===== src/hdl/gas_pkg.sv =====
`default_nettype none

package gas_pkg;

	// Default geometry and node pool size.
	localparam int MAP_WIDTH_DEF  = 32;
	localparam int MAP_HEIGHT_DEF = 32;
	localparam int NODE_POOL_DEF  = 320;

	// Cost of one step between neighboring cells.
	localparam int STEP_COST = 10;

	// Fixed field widths of the item ports.
	localparam int OP_W       = 2;
	localparam int CELL_IDX_W = 10;
	localparam int COORD_W    = 5;
	localparam int STEP_IDX_W = 9;
	localparam int LEN_W      = 9;

	// Operation codes.
	localparam logic [OP_W-1:0] OP_WRITE_CELL = 2'd0;
	localparam logic [OP_W-1:0] OP_SEARCH     = 2'd1;
	localparam logic [OP_W-1:0] OP_READ_STEP  = 2'd2;

	// Write strobes and data toward the cell maps.
	typedef struct packed {
		logic map_we;
		logic map_wdata;
		logic cls_we;
		logic cls_wdata;
	} gas_cellwr_t;

endpackage

`default_nettype wire


===== src/hdl/gas_cell_maps.sv =====
`default_nettype none

module gas_cell_maps
	import gas_pkg::*;
#(
	parameter int CELLS = 1024,
	parameter int CIW   = 10
) (
	input  wire logic           clk,
	input  wire logic [CIW-1:0] wr_addr,
	input  wire gas_cellwr_t    wr,
	input  wire logic [CIW-1:0] rd_addr,
	output logic                map_rd_q,
	output logic                cls_rd_q
);

	// Walkable map and per-search closed map, one bit per cell each.
	logic map_mem [CELLS];
	logic cls_mem [CELLS];

	always_ff @(posedge clk) begin
		if (wr.map_we) begin
			map_mem[wr_addr] <= wr.map_wdata;
		end
		if (wr.cls_we) begin
			cls_mem[wr_addr] <= wr.cls_wdata;
		end
		map_rd_q <= map_mem[rd_addr];
		cls_rd_q <= cls_mem[rd_addr];
	end

endmodule

`default_nettype wire


===== config.mk =====
export PLATFORM = sky130hd
export DESIGN_NAME = gas_cell_maps
export DESIGN_NICKNAME = d
export VERILOG_FILES = /design/src/hdl/gas_pkg.sv /design/src/hdl/gas_cell_maps.sv
export SDC_FILE = /design/constraint.sdc
export NUM_CORES = 2
export LEC_CHECK = 0
export BUFFER_PORTS_ARGS = -buffer_cell sky130_fd_sc_hd__buf_2
export CORE_ASPECT_RATIO = 1.5
export CORE_UTILIZATION = 45
export DETAILED_ROUTE_END_ITERATION = 10
export PLACE_DENSITY = 0.63
export SLEW_MARGIN = 40
export SYNTH_ARGS = -nofsm -noshare
export SYNTH_HDL_FRONTEND = slang
export SYNTH_SLANG_ARGS = --single-unit

===== constraint.sdc =====
create_clock -name clk -period 4.54 [get_ports clk]
set_input_delay 1.362 -clock clk [delete_from_list [all_inputs] [get_ports clk]]
set_output_delay 1.362 -clock clk [all_outputs]
set_load 0.05 [all_outputs]

==> results_dict.tcl <==
set metrics [dict create \
    outcome "finished, final reports clean" \
    timing_max_transition_violations_final 0 \
    route.antenna.remaining_nets 0 \
    power.ir.vdd_worst_mv 0.399 \
    cts-root-to-sink-buffers 4 \
    synth.yosys.seq_area_share_pct 69.7 \
    drv.max_cap_violation_count 0 \
    die_width_um 364 \
    via_count 53923 \
    drt_iter0_drc 6851 \
    stdcell_count 8797 \
    pin_count 27 \
    synth_adder_area_share_pct 0 \
    achievable-frequency_mhz 269 \
    numPortBuffers 26 \
    synth_top_family_by_area "multiplexers" \
    antenna_found_initial 9 \
    syn_to_final_growth_pct 11.8 \
    drive_gt1_share_pct 18.3 \
    timing.max_slew.rel_slack_pct 41.5 \
    startpoint_type "primary input" \
    grt_remaining_overflow 0 \
    post-cts-setup-buffers 0 \
    synth.area.mux_share_pct 13.6 \
    cts_tree "yes" \
    ys.warnings.count 0 \
    pin_count_of_the_biggest_net_entering_global_routing 179 \
    cts_root_buf "sky130_fd_sc_hd__clkbuf_16" \
    grt_first_pass_wirelength_um 372000 \
    clkSlewWorstSetupHoldPaths_ns 0.06 \
    layout_worst_path_cycle_share_pct 82.0 \
    synth_top_area_cell "sky130_fd_sc_hd__edfxtp_1" \
    cellPowerDensity_mw_per_mm2 389 \
    insertion_delay_ns 0.82 \
    final_number_of_setup_violating_endpoints 0 \
    setup_ws_ns 0.816 \
    avgViaCountPerCell 6.13 \
    timing.final.crit_period_ns 3.72 \
    core_area_mm2 0.194 \
    wl_per_cell_um 30.0 \
    finalInstanceArea_mm2 0.0986 \
    critPathMaxFanout 20 \
    first_global_vias 52977 \
    cts_inserted_buffers 185 \
    place_area_mm2 0.0929 \
    grtUsageTotal_pct 26.5 \
    post-synth-top-area-fraction_pct 69.7 \
    worstSetupPathType "in -> reg" \
    route.final.wire_length_um 264000 \
    cp_slowest_stage_delay_ns 0.47 \
    arrival_ns 4.47 \
    placementRows 198 \
    number_of_placed_instances_with_taps_included 8465 \
    cts_sinks 2050 \
    leakage_nw 29.9 \
    detailed_place_hpwl_um 145000 \
    post-route-util_pct 50.7 \
    timing.final.hold_violations 0 \
    number_of_cells_upsized_or_downsized_after_cts 0 \
    area_of_the_die_mm2 0.198 \
    synth_edf_count 2048 \
    yosys.area_share.xor_xnor_pct 0 \
    synth_top_cells_by_area "sky130_fd_sc_hd__edfxtp_1, sky130_fd_sc_hd__mux4_2, sky130_fd_sc_hd__nor2_1" \
    ys.flop_type "sky130_fd_sc_hd__edfxtp_1" \
    worst_slew_pin_slew_ns 0.878 \
    synthDistinctLibCells 53 \
    cts-hold-fix-buffers 0 \
    synthesis.instances 6081 \
    syn_nets 6106 \
    postSynth.asyncResetShare_pct 0 \
    timing.critical_path.cells "buf_2 > buf_4 > nand2_4 > buf_4 > o221ai_1 > o22ai_1 > o21ai_0 > buf_4 > nand4_1 > nor3_1 > a22oi_1 > nand3_1" \
    die_height_um 544 \
    cp.required_ns 5.28 \
    number_of_iterations_in_the_first_detailed_routing_pass 6 \
    initial_core_util_pct 45.4 \
    cp_common_cell "sky130_fd_sc_hd__buf_4" \
    synth-compound-area-share_pct 3.13 \
    detail_route.drc_violations 0 \
    synth_simple_gate_area_share_pct 10.4 \
    synth_area_per_cell_um2 14.5 \
    final_cell_mix "sky130_fd_sc_hd__nor2_1, sky130_fd_sc_hd__edfxtp_1, sky130_fd_sc_hd__mux4_2" \
    netlist_area_mm2 0.0882 \
    clk_skew_ns 0.0181 \
    layout_commonest_cell "sky130_fd_sc_hd__nor2_1" \
    worstHoldPathType "in -> reg" \
    totalNegativeSetupSlack_ns 0 \
    worst_path_max_delay_cell "sky130_fd_sc_hd__nor3_1" \
    pre_cts_ws_ns 0.0588 \
    htreeDepth 4 \
    postSynthRegisterBits 2050 \
    gp_congestion 0.819 \
    grt_setup_unrepaired "no" \
    finalNetCount 6078 \
    crit_path_end_kind "register" \
]
## routing by layer
layer  wire, um  global-route usage, %  share of wire (%)
met2     132000                   45.2                 50
met3      23000                   3.53                8.7
met1      94600                   33.5                 36
met5         65                      0              0.025
met4      13400                   12.3                5.1
## final timing paths
kind	startpoint	end	slack, ns	cells after the start
max	rd_addr[2]	map_rd_q	0.82	12
min	wr[2]	map_mem[60]	0.93	1
max reg2reg	map_mem[563]	map_rd_q	1.55	9
min reg2reg	cls_mem[442]	cls_rd_q	1.15	8
## final cells by class
cell class | count | area [um^2]
Fill cell | 16352 | 95800
Antenna cell | 2 | 5.00
Sequential cell | 2050 | 61500
Clock inverter | 88 | 718
Clock buffer | 241 | 4950
Inverter | 4 | 18.8
Timing Repair Buffer | 381 | 3880
Tap cell | 2600 | 3250
Multi-Input combinational cell | 3431 | 24300
## flip-flops by register name, summed over array words and instances, names as in the netlist
name and cells:
cls_mem 1024, cls_rd_q 1, map_rd_q 1, map_mem 1024
## stage by stage
step / total power [mW] / hold slack [ns]
global placement: 23.5 / 1.14
CTS: 38.5 / 0.923
global route: 39.2 / 0.910
floorplan: 22.4 / 0.846
finish: 38.4 / 0.927
detailed placement: 23.5 / 1.14
## where the power goes
| group | switching (mW) | total [mW] | internal [mW] |
|---|---|---|---|
| registers | 0.00932 | 20.8 | 20.8 |
| clock network | 6.90 | 15.2 | 8.32 |
| logic | 1.53 | 2.32 | 0.788 |
| total | 8.44 | 38.4 | 29.9 |
## worst max-delay path, delay by kind of cell
kind	cells	cell delay (ns)
AO/OA/AOI/OAI	4	0.99
AND/OR/NAND/NOR	4	0.90
buffers and inverters	4	1.16
## synthesized netlist by cell type, types with 10 or more instances
library cell	n
sky130_fd_sc_hd__nor2b_1	10
sky130_fd_sc_hd__edfxtp_1	2048
sky130_fd_sc_hd__clkbuf_1	458
sky130_fd_sc_hd__a211oi_1	17
sky130_fd_sc_hd__a21oi_1	85
sky130_fd_sc_hd__nor3b_1	12
sky130_fd_sc_hd__nand3_1	19
sky130_fd_sc_hd__buf_4	19
sky130_fd_sc_hd__and3_1	10
sky130_fd_sc_hd__nor3_1	28
sky130_fd_sc_hd__buf_2	26
sky130_fd_sc_hd__a31oi_1	12
sky130_fd_sc_hd__buf_1	41
sky130_fd_sc_hd__a22oi_1	60
sky130_fd_sc_hd__buf_6	50
sky130_fd_sc_hd__a221oi_1	10
sky130_fd_sc_hd__o21ai_0	42
sky130_fd_sc_hd__o22ai_1	56
sky130_fd_sc_hd__o221ai_1	87
sky130_fd_sc_hd__mux4_2	426
sky130_fd_sc_hd__nand2_1	156
sky130_fd_sc_hd__nor2_1	2088
sky130_fd_sc_hd__mux2i_1	230
## kinds of logic after synthesis
group / after synthesis
AOI/OAI and AO/OA: 399
muxes: 665
buffers and inverters: 600
DFF: 2050
and+or+nand+nor: 2367
Note: power is estimated with default switching activity, not from simulation.
