--- config.mk ---
export PLATFORM = sky130hd
export DESIGN_NAME = gas_cost_unit
export DESIGN_NICKNAME = d
export VERILOG_FILES = /design/src/hdl/gas_pkg.sv /design/src/hdl/gas_cost_unit.sv
export SDC_FILE = /design/constraint.sdc
export NUM_CORES = 1
export LEC_CHECK = 0
export BUFFER_PORTS_ARGS = -buffer_cell sky130_fd_sc_hd__buf_2
export CAP_MARGIN = 20
export CELL_PAD_IN_SITES_DETAIL_PLACEMENT = 2
export CELL_PAD_IN_SITES_GLOBAL_PLACEMENT = 2
export CORE_MARGIN = 4
export CORE_UTILIZATION = 31
export DETAILED_ROUTE_END_ITERATION = 8
export GPL_TIMING_DRIVEN = 1
export PLACE_DENSITY = 0.95
export SLEW_MARGIN = 25
export SYNTH_ARGS = -nofsm -noshare
export SYNTH_HDL_FRONTEND = slang
export SYNTH_SLANG_ARGS = --single-unit
--- constraint.sdc ---
create_clock -name vclk -period 19.9
set_input_delay 2.985 -clock vclk [all_inputs]
set_output_delay 2.985 -clock vclk [all_outputs]
set_load 0.02 [all_outputs]
--- src/hdl/gas_pkg.sv ---
`default_nettype none

package gas_pkg;

	// Default geometry and node pool size.
	localparam int MAP_WIDTH_DEF  = 32;
	localparam int MAP_HEIGHT_DEF = 32;
	localparam int NODE_POOL_DEF  = 320;

	// Cost of one step between neighboring cells.
	localparam int STEP_COST = 10;

	// Fixed field widths of the item ports.
	localparam int OP_W       = 2;
	localparam int CELL_IDX_W = 10;
	localparam int COORD_W    = 5;
	localparam int STEP_IDX_W = 9;
	localparam int LEN_W      = 9;

	// Operation codes.
	localparam logic [OP_W-1:0] OP_WRITE_CELL = 2'd0;
	localparam logic [OP_W-1:0] OP_SEARCH     = 2'd1;
	localparam logic [OP_W-1:0] OP_READ_STEP  = 2'd2;

	// Write strobes and data toward the cell maps.
	typedef struct packed {
		logic map_we;
		logic map_wdata;
		logic cls_we;
		logic cls_wdata;
	} gas_cellwr_t;

endpackage

`default_nettype wire

--- src/hdl/gas_cost_unit.sv ---
`default_nettype none

module gas_cost_unit
	import gas_pkg::*;
#(
	parameter int XW = 5,
	parameter int YW = 5,
	parameter int FW = 16
) (
	input  wire logic [XW-1:0] x,
	input  wire logic [YW-1:0] y,
	input  wire logic [XW-1:0] gx,
	input  wire logic [YW-1:0] gy,
	input  wire logic [FW-1:0] g_base,
	input  wire logic          add_step,
	output logic      [FW-1:0] g_out,
	output logic      [FW-1:0] f_out
);

	localparam int SW = ((XW > YW) ? XW : YW) + 1;

	logic [XW-1:0] dx;
	logic [YW-1:0] dy;
	logic [SW-1:0] dsum;
	logic [FW-1:0] heur;

	// Heuristic is ten times the Manhattan distance, built from two shifts.
	always_comb begin
		dx    = (x > gx) ? (x - gx) : (gx - x);
		dy    = (y > gy) ? (y - gy) : (gy - y);
		dsum  = SW'(dx) + SW'(dy);
		heur  = (FW'(dsum) << 3) + (FW'(dsum) << 1);
		g_out = add_step ? (g_base + FW'(STEP_COST)) : g_base;
		f_out = g_out + heur;
	end

endmodule

`default_nettype wire

==> impl_metrics.csv, run 1 <==
group,metric,value,unit
synth,ys_top_cells_by_area,"sky130_fd_sc_hd__ha_1 (25%), sky130_fd_sc_hd__xnor2_1 (11%), sky130_fd_sc_hd__fa_1 (7.5%), sky130_fd_sc_hd__xor2_1 (7.0%), sky130_fd_sc_hd__inv_1 (6.4%)",
clock_tree,cts_resized,0,
setup_path,critical_path.startpoint_type,"primary input",
die,die_w,85.8,um
timing,finalHoldViolCount,0,
placement,placer_s_final_routability_congestion_estimate,0.847,
final_layout,final_design_area_no_fill,2280,um^2
setup_path,crit_arrival,8.66,ns
placement,port_buf_inserts,66,
timing,finalCritPeriodShare,58.5,%
drt,drt-wirelength-per-cell,15.7,um
job,drv_cap,0,
timing,timing.max_slew.rel_slack,30.9,%
setup_path,critical_path_class,"primary input to primary output",
final_layout,antenna-diode-count,0,
timing,final_critical_path_setup_slack,8.25,ns
timing,setup_tns,0,ns
final_layout,postLayoutCoreUtil,38.8,%
synth,post_synth_most_frequent_cells,"sky130_fd_sc_hd__ha_1 (37), sky130_fd_sc_hd__inv_1 (32), sky130_fd_sc_hd__xnor2_1 (23), sky130_fd_sc_hd__a21oi_1 (20)",
synth,synth_sequential_area_ratio,0,%
placement,dp_hpwl,5.56,mm
global_route,gr-usage-all-layers,15.8,%
timing,min_period,11.65,ns
drt,post-route-drc-count,0,
final_layout,layout.nets,386,
drt,drt_first_pass_iters,4,
drt,finalWirelength,5.94,mm
die,num_rows,28,
run_status,outcome,"completed",
die,floorplan.die.height,85.8,um
drt,routed-via-count,1967,
setup_path,required,16.91,ns
die,design.core.area,5890,um^2
timing,setup_repair_after_global_routing_missed_its_margin,"false",
global_route,global_route_wire_length_before_repair,9.76,mm
synth,mappedNetlistArea,1880,um^2
synth,yosys.area.top_type,"sky130_fd_sc_hd__ha_1",
drt,route.antenna.remaining_nets,0,
synth,synthDistinctLibCells,46,
global_route,number_of_global_route_vias_before_repair,2127,
die,initial_core_util,31.9,%
synth,postSynthAreaPerCell,7.81,um^2
drt,drt_first_iter_violations,21,
timing,transition_time_of_the_tightest_slew_check_pin,1.01,ns
timing,achievable-frequency,0.0859,GHz
placement,detailed_place.area,2280,um^2
synth,syn-num-nets,321,
final_layout,clock_buffers,0,
final_layout,layout.sequential_cells,0,
timing,setup_viol_count_final,0,
synth,synth_most_common_cell,"sky130_fd_sc_hd__ha_1",
die,floorplan.die_area,7360,um^2
die,ios,69,
drt,post_drt_via_cell_ratio,5.20,
setup_path,worstPathMaxFanout,5,
min_path,hold_depth,0,
synth,yosys_warnings,0,
final_layout,final-seq-area,0,um^2
timing,timing_max_transition_violations_final,0,
clock_tree,cts_post_setup_buffers_inserted,0,
setup_path,critical_path.endpoint_type,"primary output",
placement,setup_slack_placement,8.17,ns
final_layout,synthToLayoutAreaGrowth,21.6,%
clock_tree,ctsHoldBuffers,0,
global_route,grt_max_degree,10,
min_path,worst_hold_path_type,"primary input to primary output",
synth,synthDominantCellAreaShare,24.7,%
final_layout,final_layout_size_suffix_gt1_share,26.1,%
global_route,globalRouteOverflowTotal,0,
global_route,grt_antenna_before_repair,0,
synth,postSynthCellCount,240,
[stage by stage]
stage	std cells	hold WS (ns)
finish	378	5.97
global route	378	5.97
CTS	378	5.97
detailed placement	378	5.97
global placement	378	5.97
floorplan	240	6.08
[cell type report]
cell class         count  area [um^2]
fillers              725         3600
multi-input cells    205         1740
repair buffers        66          330
inverters             32          120
well taps             75         93.8
[worst max-delay path, stage by stage]
cell and delay, ns:
sky130_fd_sc_hd__buf_2 0.12, sky130_fd_sc_hd__inv_1 0.08, sky130_fd_sc_hd__ha_1 0.35, sky130_fd_sc_hd__nor2b_1 0.19, sky130_fd_sc_hd__o21a_1 0.15, sky130_fd_sc_hd__o21ai_0 0.08, sky130_fd_sc_hd__a21oi_1 0.45, sky130_fd_sc_hd__mux2_2 0.44
sky130_fd_sc_hd__ha_1 0.30, sky130_fd_sc_hd__a21o_1 0.16, sky130_fd_sc_hd__a21oi_1 0.28, sky130_fd_sc_hd__o21bai_1 0.12, sky130_fd_sc_hd__a21oi_1 0.33, sky130_fd_sc_hd__inv_1 0.09, sky130_fd_sc_hd__ha_1 0.35, sky130_fd_sc_hd__nor2b_1 0.15
sky130_fd_sc_hd__o21ai_0 0.23, sky130_fd_sc_hd__xor2_1 0.12, sky130_fd_sc_hd__ha_1 0.24, sky130_fd_sc_hd__or3_1 0.35, sky130_fd_sc_hd__o221a_2 0.28, sky130_fd_sc_hd__nor3b_1 0.19, sky130_fd_sc_hd__nand3b_1 0.19, sky130_fd_sc_hd__xor2_1 0.20
sky130_fd_sc_hd__buf_2 0.20
[routing by layer]
metal | up-vias | wire length [um] | track usage (%)
li1 | 959 | - | -
met1 | 953 | 2230 | 16.5
met2 | 53 | 3340 | 34.6
met3 | 2 | 342 | 1.44
met4 | 0 | 24 | 0.863
met5 | - | 0 | 0
[logic make-up (layout without fill, tap and decap cells)]
logic type | count (synthesis) | in the layout | synth area share, %
AO/OA/AOI/OAI | 55 | 55 | 19.0
XOR/XNOR | 39 | 39 | 18.6
adder cells (fa/ha/maj) | 44 | 44 | 32.2
buffers and inverters | 35 | 98 | 7.40
multiplexers | 9 | 9 | 5.00
AND/OR/NAND/NOR | 58 | 58 | 17.8
[final timing paths]
| kind | startpoint | to | slack [ns] |
|---|---|---|---|
| min | g_base[0] | g_out[0] | 5.97 |
| max | x[1] | f_out[11] | 8.25 |
[layout by cell type, fill, tap and decap left out, types with 3 or more instances in the layout]
| cell type | n |
|---|---|
| sky130_fd_sc_hd__buf_2 | 66 |
| sky130_fd_sc_hd__ha_1 | 37 |
| sky130_fd_sc_hd__inv_1 | 32 |
| sky130_fd_sc_hd__xnor2_1 | 23 |
| sky130_fd_sc_hd__a21oi_1 | 20 |
| sky130_fd_sc_hd__xor2_1 | 15 |
| sky130_fd_sc_hd__nor2_1 | 15 |
| sky130_fd_sc_hd__a21o_1 | 13 |
| sky130_fd_sc_hd__nand2_1 | 9 |
| sky130_fd_sc_hd__fa_1 | 7 |
| sky130_fd_sc_hd__mux2i_1 | 6 |
| sky130_fd_sc_hd__nor3_1 | 5 |
| sky130_fd_sc_hd__nand3_1 | 4 |
| sky130_fd_sc_hd__o21ai_0 | 4 |
| sky130_fd_sc_hd__o22ai_1 | 4 |
| sky130_fd_sc_hd__nand4_1 | 3 |
| sky130_fd_sc_hd__nor2b_1 | 3 |
| sky130_fd_sc_hd__o21a_1 | 3 |
| sky130_fd_sc_hd__mux2_2 | 3 |
Power of run 1 is not shown: default switching activity piles up to over one toggle a cycle in this logic, so the estimate is an artifact.
==> run 2: changes to the inputs <==
--- a/config.mk
+++ b/config.mk
@@ -10,10 +10,10 @@
 export CELL_PAD_IN_SITES_DETAIL_PLACEMENT = 2
 export CELL_PAD_IN_SITES_GLOBAL_PLACEMENT = 2
 export CORE_MARGIN = 4
-export CORE_UTILIZATION = 31
+export CORE_UTILIZATION = 29
 export DETAILED_ROUTE_END_ITERATION = 8
 export GPL_TIMING_DRIVEN = 1
-export PLACE_DENSITY = 0.95
+export PLACE_DENSITY = 0.91
 export SLEW_MARGIN = 25
 export SYNTH_ARGS = -nofsm -noshare
 export SYNTH_HDL_FRONTEND = slang
==> constraint.sdc (replaced) <==
create_clock -name vclk -period 10.82
set_input_delay 1.623 -clock vclk [all_inputs]
set_output_delay 1.623 -clock vclk [all_outputs]
set_load 0.02 [all_outputs]
==> impl_metrics.csv, run 2 (synthesized netlist as in run 1, its figures left out) <==
group,metric,value,unit
die,floorplan.die.height,88.4,um
global_route,grt_antenna_before_repair,0,
final_layout,fillerInstances,783,
clock_tree,cts_resized,0,
drt,drt-wirelength-per-cell,15.1,um
setup_path,required,9.20,ns
timing,timing_max_transition_violations_final,0,
timing,timing.max_slew.rel_slack,32.9,%
die,ios,69,
clock_tree,cts_post_setup_buffers_inserted,0,
drt,post-route-drc-count,0,
timing,min_period,8.64,ns
drt,finalWirelength,5.76,mm
clock_tree,ctsHoldBuffers,0,
placement,dp_hpwl,5.33,mm
drt,drt_first_iter_violations,33,
placement,placer_s_final_routability_congestion_estimate,0.781,
die,floorplan.die_area,7820,um^2
timing,finalCritPeriodShare,79.9,%
global_route,grt_max_degree,10,
die,die_w,88.4,um
setup_path,worstPathMaxFanout,5,
global_route,globalRouteOverflowTotal,0,
run_status,outcome,"completed",
final_layout,antenna-diode-count,0,
job,drv_cap,0,
setup_path,critical_path.startpoint_type,"primary input",
final_layout,final_layout_size_suffix_gt1_share,26.1,%
drt,route.antenna.remaining_nets,0,
drt,post_drt_via_cell_ratio,5.08,
die,initial_core_util,29.7,%
timing,setup_tns,0,ns
setup_path,critical_path_class,"primary input to primary output",
final_layout,final-seq-area,0,um^2
global_route,number_of_global_route_vias_before_repair,2118,
die,design.core.area,6310,um^2
timing,finalHoldViolCount,0,
global_route,global_route_wire_length_before_repair,9.55,mm
final_layout,layout.nets,386,
final_layout,layout.sequential_cells,0,
final_layout,layout_common_cells,"sky130_fd_sc_hd__buf_2 (66), sky130_fd_sc_hd__ha_1 (37), sky130_fd_sc_hd__inv_1 (32), sky130_fd_sc_hd__xnor2_1 (23), sky130_fd_sc_hd__a21oi_1 (20)",
final_layout,synthToLayoutAreaGrowth,21.7,%
global_route,gr-usage-all-layers,14.6,%
setup_path,critical_path.endpoint_type,"primary output",
final_layout,layout_commonest_cell,"sky130_fd_sc_hd__buf_2",
timing,achievable-frequency,0.116,GHz
final_layout,clock_buffers,0,
timing,transition_time_of_the_tightest_slew_check_pin,0.981,ns
placement,port_buf_inserts,66,
drt,drt_first_pass_iters,4,
timing,setup_repair_after_global_routing_missed_its_margin,"false",
timing,setup_viol_count_final,0,
setup_path,crit_arrival,7.02,ns
drt,routed-via-count,1931,
min_path,worst_hold_path_type,"primary input to primary output",
die,num_rows,29,
run 2: cell counts in the layout (fill, tap and decap cells not counted):
No cell type changed its count.
run 2: critical path, cell delays in order:
cell and delay, ns:
sky130_fd_sc_hd__buf_2 0.12, sky130_fd_sc_hd__inv_1 0.08, sky130_fd_sc_hd__ha_1 0.33, sky130_fd_sc_hd__nor2b_1 0.15, sky130_fd_sc_hd__o21a_1 0.14, sky130_fd_sc_hd__o21ai_0 0.08, sky130_fd_sc_hd__a21oi_1 0.43, sky130_fd_sc_hd__mux2_2 0.44
sky130_fd_sc_hd__ha_1 0.31, sky130_fd_sc_hd__a21o_1 0.17, sky130_fd_sc_hd__a21oi_1 0.23, sky130_fd_sc_hd__xnor2_1 0.24, sky130_fd_sc_hd__ha_1 0.30, sky130_fd_sc_hd__a21o_1 0.16, sky130_fd_sc_hd__a21oi_1 0.23, sky130_fd_sc_hd__nor2b_1 0.07
sky130_fd_sc_hd__o21ai_0 0.20, sky130_fd_sc_hd__xor2_1 0.11, sky130_fd_sc_hd__ha_1 0.24, sky130_fd_sc_hd__or3_1 0.37, sky130_fd_sc_hd__o221a_2 0.28, sky130_fd_sc_hd__or2_2 0.29, sky130_fd_sc_hd__nand4b_1 0.11, sky130_fd_sc_hd__xnor2_1 0.12
sky130_fd_sc_hd__buf_2 0.18
run 2: path summary, 6_finish.rpt:
| kind | slack [ns] | start | cells after the start | to |
|---|---|---|---|---|
| worst min-delay path | 3.25 | g_base[0] | 0 | f_out[0] |
| worst max-delay path | 2.18 | x[1] | 25 | f_out[15] |
run 2: through the flow:
stage / hold WS [ns] / worst slack, ns / util (%) / instance area [um^2] / instances
2_1_floorplan: 3.36 / 2.92 / - / 1880 / 240
3_3_place_gp: 3.25 / 2.37 / 36.2 / 2280 / 380
3_5_place_dp: 3.25 / 2.15 / 36.2 / 2280 / 380
4_1_cts: 3.25 / 2.13 / 36.2 / 2280 / 380
5_1_grt: 3.25 / 1.72 / 36.2 / 2280 / 380
6_report: 3.25 / 2.18 / 36.2 / 2280 / 380
run 2: cell type report:
type | count | area [um^2] | share of cell area [%]
Multi-Input combinational cell | 205 | 1740 | 76.1
Inverter | 32 | 120 | 5.26
Tap cell | 77 | 96.3 | 4.22
Timing Repair Buffer | 66 | 330 | 14.5
run 2: per-layer routing:
metal	up-vias	global-route usage, %	part of all wire [%]
li1	962	-	-
met1	914	17.3	42
met2	55	30.5	53
met3	0	0.372	5.7
met4	0	0.275	0
met5	-	0	0
Power of run 2 is left out for the same reason.
